File: src/itfmt_pkg.sv
// Shared types, constants and helper functions for the integer formatter.
package itfmt_pkg;

  // digit store geometry: 22 octal digits cover 64 bits
  localparam int NUM_SLOTS = 22;
  localparam logic [4:0] DEC_DIGITS = 5'd20;
  localparam logic [4:0] OCT_DIGITS = 5'd22;
  localparam logic [4:0] HEX_DIGITS = 5'd16;
  localparam logic [5:0] LAST_BIT   = 6'd63;

  // base codes; code three is treated as hex
  localparam logic [1:0] BASE_DEC     = 2'd0;
  localparam logic [1:0] BASE_OCT     = 2'd1;
  localparam logic [1:0] BASE_HEX     = 2'd2;
  localparam logic [1:0] BASE_HEX_ALT = 2'd3;

  // format flag masks
  localparam logic [2:0] ZERO_FILL  = 3'd1;
  localparam logic [2:0] LEFT_ALIGN = 3'd2;
  localparam logic [2:0] PREFIX     = 3'd4;

  // ASCII codes
  localparam logic [7:0] CH_MINUS = 8'h2D;
  localparam logic [7:0] CH_ZERO  = 8'h30;
  localparam logic [7:0] CH_SPACE = 8'h20;
  localparam logic [7:0] CH_X_LO  = 8'h78;
  localparam logic [7:0] CH_X_UP  = 8'h58;
  localparam logic [7:0] CH_A_LO  = 8'h61;
  localparam logic [7:0] CH_A_UP  = 8'h41;

  typedef struct packed {
    logic [63:0] value;
    logic [1:0]  base_select;
    logic        is_signed;
    logic        upper_case;
    logic [5:0]  min_width;
    logic [2:0]  format_flags;
  } in_item_t;

  typedef struct packed {
    logic [7:0] char_out;
    logic       last_char;
  } out_item_t;

  typedef struct packed {
    logic       done;
    logic [4:0] ndig;
  } dig_status_t;

  typedef enum logic [1:0] {
    DG_IDLE,
    DG_DABBLE,
    DG_NORM,
    DG_READY
  } dig_state_t;

  typedef enum logic [2:0] {
    EM_IDLE,
    EM_WAIT,
    EM_SIZE,
    EM_LEAD,
    EM_LPAD,
    EM_TEXT,
    EM_DIG,
    EM_RPAD
  } emit_state_t;

  typedef enum logic [1:0] {
    AFX_NONE,
    AFX_MINUS,
    AFX_OCT,
    AFX_HEX
  } affix_t;

  function automatic logic [7:0] digit_char(input logic [3:0] d, input logic up);
    logic [7:0] base_ch;
    base_ch = up ? CH_A_UP : CH_A_LO;
    if (d < 4'd10) begin
      return CH_ZERO + {4'd0, d};
    end
    return base_ch + {4'd0, d - 4'd10};
  endfunction

  function automatic logic [7:0] affix_char(input affix_t k, input logic pos, input logic up);
    logic [7:0] ch;
    case (k)
      AFX_MINUS: ch = CH_MINUS;
      AFX_HEX:   ch = pos ? (up ? CH_X_UP : CH_X_LO) : CH_ZERO;
      default:   ch = CH_ZERO;
    endcase
    return ch;
  endfunction

  function automatic logic [1:0] affix_len(input affix_t k);
    logic [1:0] n;
    case (k)
      AFX_MINUS: n = 2'd1;
      AFX_OCT:   n = 2'd1;
      AFX_HEX:   n = 2'd2;
      default:   n = 2'd0;
    endcase
    return n;
  endfunction

endpackage

File: src/itfmt_digits.sv
// Digit unit: bit-serial binary-to-BCD for decimal, direct split for octal/hex, leading-zero skip.
module itfmt_digits (
  input  logic                   clk,
  input  logic                   rst,
  input  logic                   go,
  input  logic [63:0]            value,
  input  logic [1:0]             base_select,
  input  logic                   neg,
  input  logic                   pop,
  output itfmt_pkg::dig_status_t status,
  output logic [3:0]             digit
);
  import itfmt_pkg::*;

  dig_state_t state, state_next;
  logic [3:0]  digs [NUM_SLOTS];
  logic [3:0]  shifted [NUM_SLOTS];
  logic [3:0]  adj [NUM_SLOTS];
  logic [63:0] bin;
  logic [5:0]  bitcnt;
  logic [4:0]  ndig;
  logic [4:0]  top_idx;
  logic [63:0] mag;

  // magnitude of a signed decimal negative
  assign mag = neg ? (64'd0 - value) : value;

  // current most significant digit
  assign top_idx = ndig - 5'd1;
  assign digit   = digs[top_idx];

  // one double-dabble step: add 3 to digits of 5 and up, then shift in one bit
  always_comb begin
    for (int i = 0; i < NUM_SLOTS; i++) begin
      adj[i] = (digs[i] >= 4'd5) ? (digs[i] + 4'd3) : digs[i];
    end
    shifted[0] = {adj[0][2:0], bin[63]};
    for (int i = 1; i < NUM_SLOTS; i++) begin
      shifted[i] = {adj[i][2:0], adj[i-1][3]};
    end
  end

  // next state
  always_comb begin
    state_next = state;
    case (state)
      DG_IDLE: begin
        if (go) begin
          state_next = (base_select == BASE_DEC) ? DG_DABBLE : DG_NORM;
        end
      end
      DG_DABBLE: begin
        if (bitcnt == 6'd0) begin
          state_next = DG_NORM;
        end
      end
      DG_NORM: begin
        if (!(digit == 4'd0 && ndig != 5'd1)) begin
          state_next = DG_READY;
        end
      end
      DG_READY: begin
        if (pop && ndig == 5'd1) begin
          state_next = DG_IDLE;
        end
      end
      default: state_next = DG_IDLE;
    endcase
  end

  // status outputs
  always_comb begin
    status.done = (state == DG_READY);
    status.ndig = ndig;
  end

  always_ff @(posedge clk) begin
    if (rst) begin
      state <= DG_IDLE;
    end else begin
      state <= state_next;
    end
  end

  // digit store, binary shift register and counters
  always_ff @(posedge clk) begin
    case (state)
      DG_IDLE: begin
        if (go) begin
          bin    <= mag;
          bitcnt <= LAST_BIT;
          if (base_select == BASE_DEC) begin
            ndig <= DEC_DIGITS;
            for (int i = 0; i < NUM_SLOTS; i++) begin
              digs[i] <= 4'd0;
            end
          end else if (base_select == BASE_OCT) begin
            ndig <= OCT_DIGITS;
            for (int i = 0; i < NUM_SLOTS - 1; i++) begin
              digs[i] <= {1'b0, mag[3*i +: 3]};
            end
            digs[NUM_SLOTS-1] <= {3'd0, mag[63]};
          end else begin
            ndig <= HEX_DIGITS;
            for (int i = 0; i < NUM_SLOTS; i++) begin
              digs[i] <= (i < 16) ? mag[(4*i) % 64 +: 4] : 4'd0;
            end
          end
        end
      end
      DG_DABBLE: begin
        for (int i = 0; i < NUM_SLOTS; i++) begin
          digs[i] <= shifted[i];
        end
        bin    <= {bin[62:0], 1'b0};
        bitcnt <= bitcnt - 6'd1;
      end
      DG_NORM: begin
        if (digit == 4'd0 && ndig != 5'd1) begin
          ndig <= ndig - 5'd1;
        end
      end
      DG_READY: begin
        if (pop) begin
          ndig <= ndig - 5'd1;
        end
      end
      default: begin
      end
    endcase
  end

endmodule

File: src/itfmt_emit.sv
// Character sequencer: sign/prefix, padding, digits, one character per cycle.
module itfmt_emit (
  input  logic                   clk,
  input  logic                   rst,
  input  logic                   go,
  input  itfmt_pkg::in_item_t    item,
  input  logic [5:0]             width,
  input  logic                   neg,
  input  itfmt_pkg::dig_status_t dstat,
  input  logic [3:0]             digit,
  output logic                   pop,
  output logic                   busy,
  output logic                   strobe,
  output itfmt_pkg::out_item_t   result
);
  import itfmt_pkg::*;

  emit_state_t state, state_next;
  emit_state_t after_lead, after_lpad;
  affix_t      affix;
  logic        upper, right, zpad, apos;
  logic [5:0]  effw, padcnt, pad_calc, len;
  logic [1:0]  alen;
  logic        has_afx, has_pad, afx_end;
  logic        go_right, go_zpad, go_pfx;
  logic        emit, last;
  logic [7:0]  ch, padc;

  // decode of the accepted beat
  assign go_right = |(item.format_flags & LEFT_ALIGN);
  assign go_zpad  = (width != 6'd0) && |(item.format_flags & ZERO_FILL) && !go_right;
  assign go_pfx   = |(item.format_flags & PREFIX) && |item.value
                    && (item.base_select != BASE_DEC);

  // sizing: affix counts toward text length only when it is not led out
  assign alen     = affix_len(affix);
  assign has_afx  = (alen != 2'd0);
  assign len      = {1'b0, dstat.ndig} + (zpad ? 6'd0 : {4'd0, alen});
  assign pad_calc = (effw > len) ? (effw - len) : 6'd0;
  assign has_pad  = (state == EM_SIZE) ? (pad_calc != 6'd0) : (padcnt != 6'd0);
  assign afx_end  = ((apos ? 2'd2 : 2'd1) == alen);
  assign padc     = zpad ? CH_ZERO : CH_SPACE;
  assign busy     = (state != EM_IDLE);

  // what follows the leading affix and the left padding
  always_comb begin
    if (!right && has_pad) begin
      after_lead = EM_LPAD;
    end else if (!zpad && has_afx) begin
      after_lead = EM_TEXT;
    end else begin
      after_lead = EM_DIG;
    end
    after_lpad = (!zpad && has_afx) ? EM_TEXT : EM_DIG;
  end

  // next state
  always_comb begin
    state_next = state;
    case (state)
      EM_IDLE: begin
        if (go) state_next = EM_WAIT;
      end
      EM_WAIT: begin
        if (dstat.done) state_next = EM_SIZE;
      end
      EM_SIZE: begin
        state_next = (zpad && has_afx) ? EM_LEAD : after_lead;
      end
      EM_LEAD: begin
        if (afx_end) state_next = after_lead;
      end
      EM_LPAD: begin
        if (padcnt == 6'd1) state_next = after_lpad;
      end
      EM_TEXT: begin
        if (afx_end) state_next = EM_DIG;
      end
      EM_DIG: begin
        if (dstat.ndig == 5'd1) state_next = (right && has_pad) ? EM_RPAD : EM_IDLE;
      end
      EM_RPAD: begin
        if (padcnt == 6'd1) state_next = EM_IDLE;
      end
      default: state_next = EM_IDLE;
    endcase
  end

  // character selection
  always_comb begin
    emit = 1'b0;
    last = 1'b0;
    pop  = 1'b0;
    ch   = CH_SPACE;
    case (state)
      EM_LEAD, EM_TEXT: begin
        emit = 1'b1;
        ch   = affix_char(affix, apos, upper);
      end
      EM_LPAD: begin
        emit = 1'b1;
        ch   = padc;
      end
      EM_DIG: begin
        emit = 1'b1;
        pop  = 1'b1;
        ch   = digit_char(digit, upper);
        last = (dstat.ndig == 5'd1) && !(right && has_pad);
      end
      EM_RPAD: begin
        emit = 1'b1;
        ch   = padc;
        last = (padcnt == 6'd1);
      end
      default: begin
      end
    endcase
  end

  // control registers
  always_ff @(posedge clk) begin
    if (rst) begin
      state  <= EM_IDLE;
      strobe <= 1'b0;
    end else begin
      state  <= state_next;
      strobe <= emit;
    end
  end

  // per-number settings, counters and output beat
  always_ff @(posedge clk) begin
    result.char_out  <= ch;
    result.last_char <= last;
    case (state)
      EM_IDLE: begin
        if (go) begin
          upper <= item.upper_case;
          right <= go_right;
          zpad  <= go_zpad;
          effw  <= width - {5'd0, neg && go_zpad};
          if (neg) begin
            affix <= AFX_MINUS;
          end else if (go_pfx) begin
            affix <= (item.base_select == BASE_OCT) ? AFX_OCT : AFX_HEX;
          end else begin
            affix <= AFX_NONE;
          end
        end
      end
      EM_SIZE: begin
        padcnt <= pad_calc;
        apos   <= 1'b0;
      end
      EM_LEAD, EM_TEXT: begin
        apos <= !afx_end;
      end
      EM_LPAD, EM_RPAD: begin
        padcnt <= padcnt - 6'd1;
      end
      default: begin
      end
    endcase
  end

endmodule

File: src/integer_to_ascii_formatter.sv
// Top level of the printf-style integer to ASCII formatter.
// A number is taken when start is high and busy is low; busy then stays high
// until the final character has been sent. Characters leave most significant
// first, one per cycle, each marked by strobe for exactly one cycle, with
// last_char set on the final one; the receiver cannot stall them. A decimal
// number passes through the bit-serial binary-to-BCD shifter, then drops
// leading zeros one per cycle (up to 19) and finds the top digit, then takes a
// handoff step and a sizing step before its characters. Octal and hex load at
// the accepting edge and drop up to 21 or 15 leading zeros, one per cycle,
// before the same handoff and sizing steps. Each character is registered and
// shows on the ports in the cycle after it is chosen. A new number may be
// started in the cycle that shows the last character.
module integer_to_ascii_formatter #(
  parameter int MAX_WIDTH = 62
) (
  input  logic                 clk,
  input  logic                 rst,
  input  logic                 start,
  output logic                 busy,
  input  itfmt_pkg::in_item_t  item,
  output logic                 strobe,
  output itfmt_pkg::out_item_t result
);
  import itfmt_pkg::*;

  localparam logic [5:0] MaxW = 6'(MAX_WIDTH);

  logic        go, neg, pop;
  logic [5:0]  width;
  logic [3:0]  digit;
  dig_status_t dstat;

  // accept, width clamp and sign detect
  assign go    = start && !busy;
  assign width = (item.min_width > MaxW) ? MaxW : item.min_width;
  assign neg   = item.is_signed && (item.base_select == BASE_DEC) && item.value[63];

  itfmt_digits u_digits (
    .clk         (clk),
    .rst         (rst),
    .go          (go),
    .value       (item.value),
    .base_select (item.base_select),
    .neg         (neg),
    .pop         (pop),
    .status      (dstat),
    .digit       (digit)
  );

  itfmt_emit u_emit (
    .clk    (clk),
    .rst    (rst),
    .go     (go),
    .item   (item),
    .width  (width),
    .neg    (neg),
    .dstat  (dstat),
    .digit  (digit),
    .pop    (pop),
    .busy   (busy),
    .strobe (strobe),
    .result (result)
  );

endmodule

File: config.mk
export PLATFORM = sky130hd
export DESIGN_NAME = integer_to_ascii_formatter
export DESIGN_NICKNAME = d
export VERILOG_FILES = /design/src/itfmt_pkg.sv /design/src/itfmt_digits.sv /design/src/itfmt_emit.sv /design/src/integer_to_ascii_formatter.sv
export SDC_FILE = /design/constraint.sdc
export NUM_CORES = 1
export LEC_CHECK = 0
export BUFFER_PORTS_ARGS = -buffer_cell sky130_fd_sc_hd__buf_2
export CAP_MARGIN = 5
export CORE_MARGIN = 2
export CORE_UTILIZATION = 60
export CTS_CLUSTER_DIAMETER = 60
export DETAILED_ROUTE_END_ITERATION = 10
export PLACE_DENSITY_LB_ADDON = 0.25
export RECOVER_POWER = 100
export SLEW_MARGIN = 20
export SYNTH_ARGS = -nofsm -noshare
export SYNTH_HDL_FRONTEND = slang
export SYNTH_SLANG_ARGS = --single-unit
File: constraint.sdc
create_clock -name clk -period 18.15 [get_ports clk]
set_input_delay 0 -clock clk [delete_from_list [all_inputs] [get_ports clk]]
set_output_delay 0 -clock clk [all_outputs]
set_load 0.1 [all_outputs]
## Word level (Yosys, flattened, before mapping)

Memory sizes are Yosys's and may differ from the RTL's.
Index checks and enable logic that the tools add are counted.

- Bits in registers: 108
- Bits in latches: 0
- Memory bits (writable): 88
- ROM bits: 0
- Input port bits: 80
- Output and inout port bits: 11
- Word-level logic and storage cells: 375
- Memories kept: 1

- Add/subtract/negate cells: 32
- $mul: 0
- Divide/modulo/power cells: 0
- $lt $le $gt $ge: 25
- Equality and inequality tests: 31
- Shift-type cells: 0
- Multiplexer cells: 156
- Bitwise logic cells: 67
- Reductions and logical operators: 47

Memories:

| name | depth | width | rd ports | clocked after Yosys merged registers in | wr ports | line | RTL |
|---|---|---|---|---|---|---|---|
| u_digits.digs | 22 | 4 | 23 | 0 | 22 | itfmt_digits.sv:16 | `logic [3:0] digs [NUM_SLOTS];` |

Operator list:

| cell | number |
|---|---|
| $mux W4 | 87 |
| $mux W64 | 2 |
| $pmux W64 S2 | 1 |
| $ge A4 B3 Y1 const B | 22 |
| $add A4 B2 Y4 const B | 21 |
| $or A1 B1 Y1 | 66 |
| $reduce_or A64 Y1 | 1 |
| $sub A1 B64 Y64 const A | 1 |
| $mux W3 | 11 |
| $mux W6 | 5 |
| $mux W5 | 5 |
| $mux W8 | 3 |
| $pmux W3 S8 | 1 |
| $pmux W6 S2 | 2 |
| $pmux W8 S3 | 1 |
| $mux W1 | 23 |
| $mux W2 | 9 |
| $reduce_bool A6 Y1 | 3 |
| $ne A2 B1 Y1 const B | 8 |
| $pmux W8 S2 | 1 |
| $logic_and A1 B1 Y1 | 15 |
| $pmux W5 S3 | 1 |
| $eq A3 B3 Y1 const B | 4 |
| $sub A6 B1 Y6 const B | 2 |
| 36 further kinds | 63 |

## Longest topological paths before layout

- Depth after elaboration: 13
- Depth in mapped cells: 18
- Mapped depth without buffers: 15

## Hierarchy

Synthesis repeated with hierarchy kept, for this count alone.

- Cells, all modules: 1,443
- Area total of the unflattened synthesis: 13,979.7 um^2

By module, submodules not included:

| module | times used | cells each | area each (um^2) | sequential area each (um^2) |
|---|---|---|---|---|
| itfmt_digits | 1 | 1,143 | 11,501.0 | 4,934.7 |
| itfmt_emit | 1 | 289 | 2,428.6 | 780.7 |
| integer_to_ascii_formatter | 1 | 11 | 50.0 | 0.0 |

## Worst setup path before layout

No wires, ideal clock.

- Path kind: register to register
- From: reg u_digits.state[1]
- To: reg u_digits.bin[0] (enable)
- Library setup time: 0.595 ns
- Data arrival time: 6.381 ns
- Data required time: 17.555 ns
- Slack: 11.174 ns
- Stages on the path, launching flop included: 9
- Path buffers: 4
- Clock period less this slack: 6.976 ns
- Cell sequence: dfxtp_1 inv_1 ha_1 clkbuf_1 inv_1 clkbuf_1 buf_1 clkbuf_1 o21ai_0

- Cells in the longest elaborated chain, start to end: 3
- Elaborated cells on any way between the ends: 5
- Classes of those cells: 2 x eq/ne; 3 x reduce/logical

RTL lines:

| what | line | RTL |
|---|---|---|
| start: declaration | itfmt_digits.sv:15 | `dig_state_t state, state_next;` |
| start signal: assignment | itfmt_digits.sv:81 | `state <= state_next;` |
| $eq A2 B1 Y1 / $logic_not A2 Y1 (equally long branches) | itfmt_digits.sv:87 | `case (state)` |
| $reduce_bool A2 Y1 (no line) / $ne A2 B2 Y1 (equally long branches) | -- |  |
| $reduce_and A2 Y1 (no line) * | -- |  |
| end signal: assignment | itfmt_digits.sv:90 | `bin <= mag;` |
| end signal: assignment | itfmt_digits.sv:115 | `bin <= {bin[62:0], 1'b0};` |
| end: declaration | itfmt_digits.sv:19 | `logic [63:0] bin;` |

Mark *: on every way between the ends. The rest lies on a longest branch, timed or not.
A chain may end at the register's enable or synchronous reset.

## Final worst setup path

- From: reg u_digits.state[1]
- To: reg u_digits.bin[63] (enable)

Same word-level chain as after synthesis.

==> tab_implementation.tex <==
\begin{tabular}{lr}
\hline
Metric & Value \\
\hline
\multicolumn{2}{l}{\textbf{Die}} \\
\quad Effective utilization at floorplan & between 60\% and 70\% \\
\quad Top-level I/O count & between 90 and 100 \\
\quad Standard cell core area & $\sim$23000 um\^{}2 \\
\quad Die Outline Area & between 20000 and 25000 um\^{}2 \\
\quad Num rows & 55 \\
\quad Die X & around 160 um \\
\quad Die outline height & roughly 160 um \\
\multicolumn{2}{l}{\textbf{Status}} \\
\quad Failing checks & hold timing, capacitance limit, slew limit \\
\quad Outcome & finished, violations left \\
\multicolumn{2}{l}{\textbf{CTS}} \\
\quad Number of CTS-inserted buffers & 17 \\
\quad Clock Pin Slew Worst Setup and Hold Paths & $\sim$70 ps \\
\quad Clock tree from TritonCTS & yes \\
\quad Bufs on Longest Clock Path & 2 \\
\quad H-tree lvl count & 4 \\
\quad Clock root buffer master & clkbuf\_16 \\
\quad Number of clock sinks & about 200 \\
\quad Clock latency on the worst-skew pair & about 450 ps \\
\quad Number of gates resized after cts & 0 \\
\multicolumn{2}{l}{\textbf{Route}} \\
\quad Number of iterations in the first detailed-routing pass & 5 \\
\quad DR WL/cell & a little over 20 um \\
\quad Routed wire length & 36800 um \\
\quad Top sig layer & met4 \\
\quad Final ANT Viol Nets & 0 \\
\quad DRC marker count from the first detailed-route iteration & 1305 \\
\quad Final routed DRC violation total & 0 \\
\quad Routed length on met3 & around 3700 um \\
\quad Routed met1 length & around 15000 um \\
\quad Met2 Wirelength & 17000 um \\
\quad Vias & roughly 12000 \\
\quad Vias per cell & between 6 and 7 \\
\multicolumn{2}{l}{\textbf{Synthesis}} \\
\quad Cell count after synthesis & about 1400 \\
\quad Synth top area share & between 30\% and 40\% \\
\quad Compound-gate portion of the synthesized area & 16.6\% \\
\quad Flops \& latches, synth & approximately 200 \\
\quad Number of distinct library cells after synthesis & approximately 80 \\
\quad Proportion of synthesized chip area in sequential cells & roughly two fifths \\
\quad Net count after synthesis & about 1600 \\
\quad Main area contributors after synthesis & edfxtp\_1, ha\_1, a21oi\_1 \\
\quad Post-Synth Simple-Gate Area & between 15 and 20\% \\
\quad Synthesized-area fraction occupied by xor and xnor cells & 7.17\% \\
\quad Main flop type after synthesis & edfxtp\_1 \\
\quad Asr flop ratio synth & 0\% \\
\quad Post-synth EDFFs & about 180 \\
\quad Fraction of the mapped netlist area in adder cells & under 10\% \\
\quad Synth warnings & 0 \\
\quad Synthesized area per cell & 9.68 um\^{}2 \\
\quad Post-synthesis cell type with the largest combined area & edfxtp\_1 \\
\quad Post-Syn Area & 13900 um\^{}2 \\
\quad Mux share of post-synthesis cell area & $\sim$7.5\% \\
\quad Largest family of logic cells by synthesized area & compound AO/OA/AOI/OAI gates \\
\multicolumn{2}{l}{\textbf{Timing}} \\
\quad Period utilisation layout & around 53\% \\
\quad Number of failing setup endpoints in the final timing report & 0 \\
\quad Worst slew margin relative to its limit & -193\% \\
\quad Setup repair after global routing missed its margin & false \\
\quad Number of pins with negative max-slew slack in the final report & 515 \\
\quad Hold slack final & -0.873 ps \\
\quad Total negative slack & 0 ps \\
\quad Max Freq & between 100 and 150 MHz \\
\quad Final Hold Viols & 1 \\
\quad Transition at the pin with the smallest max-transition slack & 4400 ps \\
\quad Crit path time final & a little under 10000 ps \\
\quad Clock tree skew after final layout & between 8 and 9 ps \\
\multicolumn{2}{l}{\textbf{Global route}} \\
\quad First-pass GRT wire length & between 50000 and 60000 um \\
\quad Gr usage total & 30.6\% \\
\quad Remaining Overflow, GRT & 0 \\
\quad Largest net degree at the start of global routing & between 90 and 100 \\
\quad Number of global-route vias before repair & $\sim$11000 \\
\quad Antenna violations before repair & 0 \\
\multicolumn{2}{l}{\textbf{Power}} \\
\quad Total power divided by cell area & about 180 nW/um\^{}2 \\
\quad Worst IR Drop VDD & 0.0000859 V \\
\quad Leak pwr & about 5.6 nW \\
\multicolumn{2}{l}{\textbf{Finish}} \\
\quad Fraction of the core area covered by cells at the end of the flow & 66.8\% \\
\quad Top library cells by usage in the layout, fill and taps aside & edfxtp\_1, a21oi\_1, nand2\_1 \\
\quad Most common cell after layout, fill and taps aside & edfxtp\_1 \\
\quad FILL cells & between 1500 and 2000 \\
\quad Share of post-route cells with drive strength above 1 & about an eighth \\
\quad Count of antenna diodes in the layout & 0 \\
\quad Relative area change from synthesis to final layout & 9.21\% \\
\quad Number of nets in the finished design & 1657 \\
\multicolumn{2}{l}{\textbf{Worst setup path}} \\
\quad Critical Path Start Type & flop \\
\quad Critical Path AT & 9650 ps \\
\quad Setup crit start & u\_digits.state[1]\$\_SDFFE\_PP0P\_ \\
\quad Path depth of the worst reg2reg path & 5 \\
\quad Required time of the critical path & about 18000 ps \\
\quad Critical path fanouts, max & 48 \\
\quad Kind of end point of the critical path & flop \\
\quad Last element of the critical path & u\_digits.bin[63]\$\_DFFE\_PP\_ \\
\quad R2R Path End & u\_digits.bin[63]\$\_DFFE\_PP\_ \\
\quad Startpoint of the worst-slack reg-to-reg timing path & u\_digits.state[1]\$\_SDFFE\_PP0P\_ \\
\quad R2R setup slack & 8510 ps \\
\quad Setup CP Type & reg2reg \\
\multicolumn{2}{l}{\textbf{Worst hold path}} \\
\quad Path category of the worst min-delay check & in2reg \\
\multicolumn{2}{l}{\textbf{Place}} \\
\quad Final estimated routing congestion in global placement & between 0.9 and 1 \\
\quad Placed wire-length estimate & around 26000 um \\
\quad Count of port buffers added during placement & around 90 \\
\multicolumn{2}{l}{\textbf{Job}} \\
\quad Max Cap Viol & 11 \\
\hline
\end{tabular}
==> per-stage QoR <==
stage | hold slack [ps] | total power, W | setup WS (ps) | area (um^2) | cells
floorplan | 69.1 | 0.00198 | 11170 | 13900 | 1434
global placement | 210 | 0.00226 | 14620 | 14500 | 1746
detailed placement | 208 | 0.00231 | 14500 | 14500 | 1746
CTS | 0.284 | 0.00270 | 14480 | 15300 | 1796
global route | 22.0 | 0.00292 | 7890 | 15200 | 1797
finish | -0.873 | 0.00274 | 8510 | 15200 | 1797
==> layout make-up <==
| type | instances | area [um^2] | share of cell area [%] |
|---|---|---|---|
| Multi-Input combinational cell | 1084 | 7530 | 49.7 |
| Sequential cell | 195 | 5720 | 37.7 |
| Timing Repair Buffer | 117 | 656 | 4.32 |
| Clock buffer | 17 | 425 | 2.81 |
| Tap cell | 285 | 357 | 2.35 |
| Inverter | 85 | 320 | 2.11 |
| Clock inverter | 14 | 154 | 1.02 |
==> cell families after synthesis <==
kind of cell | Yosys count
xor+xnor | 111
simple gates | 439
compound gates | 382
other cells | 1
flops | 195
mux | 74
buf+inv | 155
fa+ha+maj | 77
==> routing by layer <==
| metal | global-route usage (%) | vias up |
|---|---|---|
| li1 | - | 5387 |
| met1 | 41.9 | 5549 |
| met2 | 49.3 | 677 |
| met3 | 5.36 | 89 |
| met4 | 10.7 | 0 |
| met5 | 0 | - |
==> worst min path at each step <==
| stage | slack, ps | start | to | cells past startpoint |
|---|---|---|---|---|
| 6_report | -0.9 | item[4] | u_emit.effw[3]$_DFFE_PP_ | 4 |
| 4_1_cts | 0.3 | item[4] | u_emit.effw[3]$_DFFE_PP_ | 4 |
| 3_3_place_gp | 210 | item[9] | u_emit.upper$_DFFE_PP_ | 1 |
| 2_1_floorplan | 70 | rst | u_emit.state[2]$_SDFFE_PP0P_ | 1 |
| 3_5_place_dp | 210 | item[9] | u_emit.upper$_DFFE_PP_ | 1 |
| 5_1_grt | 20 | item[4] | u_emit.effw[3]$_DFFE_PP_ | 4 |
==> power by group <==
part	switching [W]	internal, W
clock network	0.000179	0.000204
registers	0.000185	0.000810
logic	0.000809	0.000554
total	0.00117	0.00157
==> synthesized netlist by cell type (9+ instances only) <==
cell type	n
a21o_1	9
a21oi_1	136
a221oi_1	13
a31oi_1	18
and3_1	9
clkbuf_1	51
dfxtp_1	14
edfxtp_1	181
ha_1	75
inv_1	85
mux2_2	36
mux2i_1	18
mux4_2	20
nand2_1	132
nand2b_1	30
nand3_1	29
nor2_1	115
nor3_1	20
nor3b_1	34
nor4_1	13
o21ai_0	107
o22ai_1	19
o31ai_1	14
xnor2_1	72
xor2_1	36
==> what timing repair did <==
| item | CTS | global route |
|---|---|---|
| hold endpoints to repair | 23 | 0 |
| hold buffers | 19 | 0 |
| buffers inserted | 0 | 0 |
==> sequential cells by signal, summed over array words and instances (netlist names) <==
name,cells
u_digits.bin,64
u_digits.bitcnt,6
u_emit.result,8
u_emit.state,3
u_emit.effw,6
u_emit.strobe,1
u_emit.padcnt,6
u_digits.digs,88
u_digits.state,2
u_emit.apos,1
u_emit.upper,1
u_emit.zpad,1
u_digits.ndig,5
u_emit.right,1
u_emit.affix,2
==> worst max-delay path: stages (launching register included) <==
cell and delay [ps]:
dfxtp_1 350, inv_1 110, ha_1 1190, clkinvlp_2 1890, o21ai_0 3640, clkbuf_1 1970
Note: power is estimated with default switching activity, not from simulation.
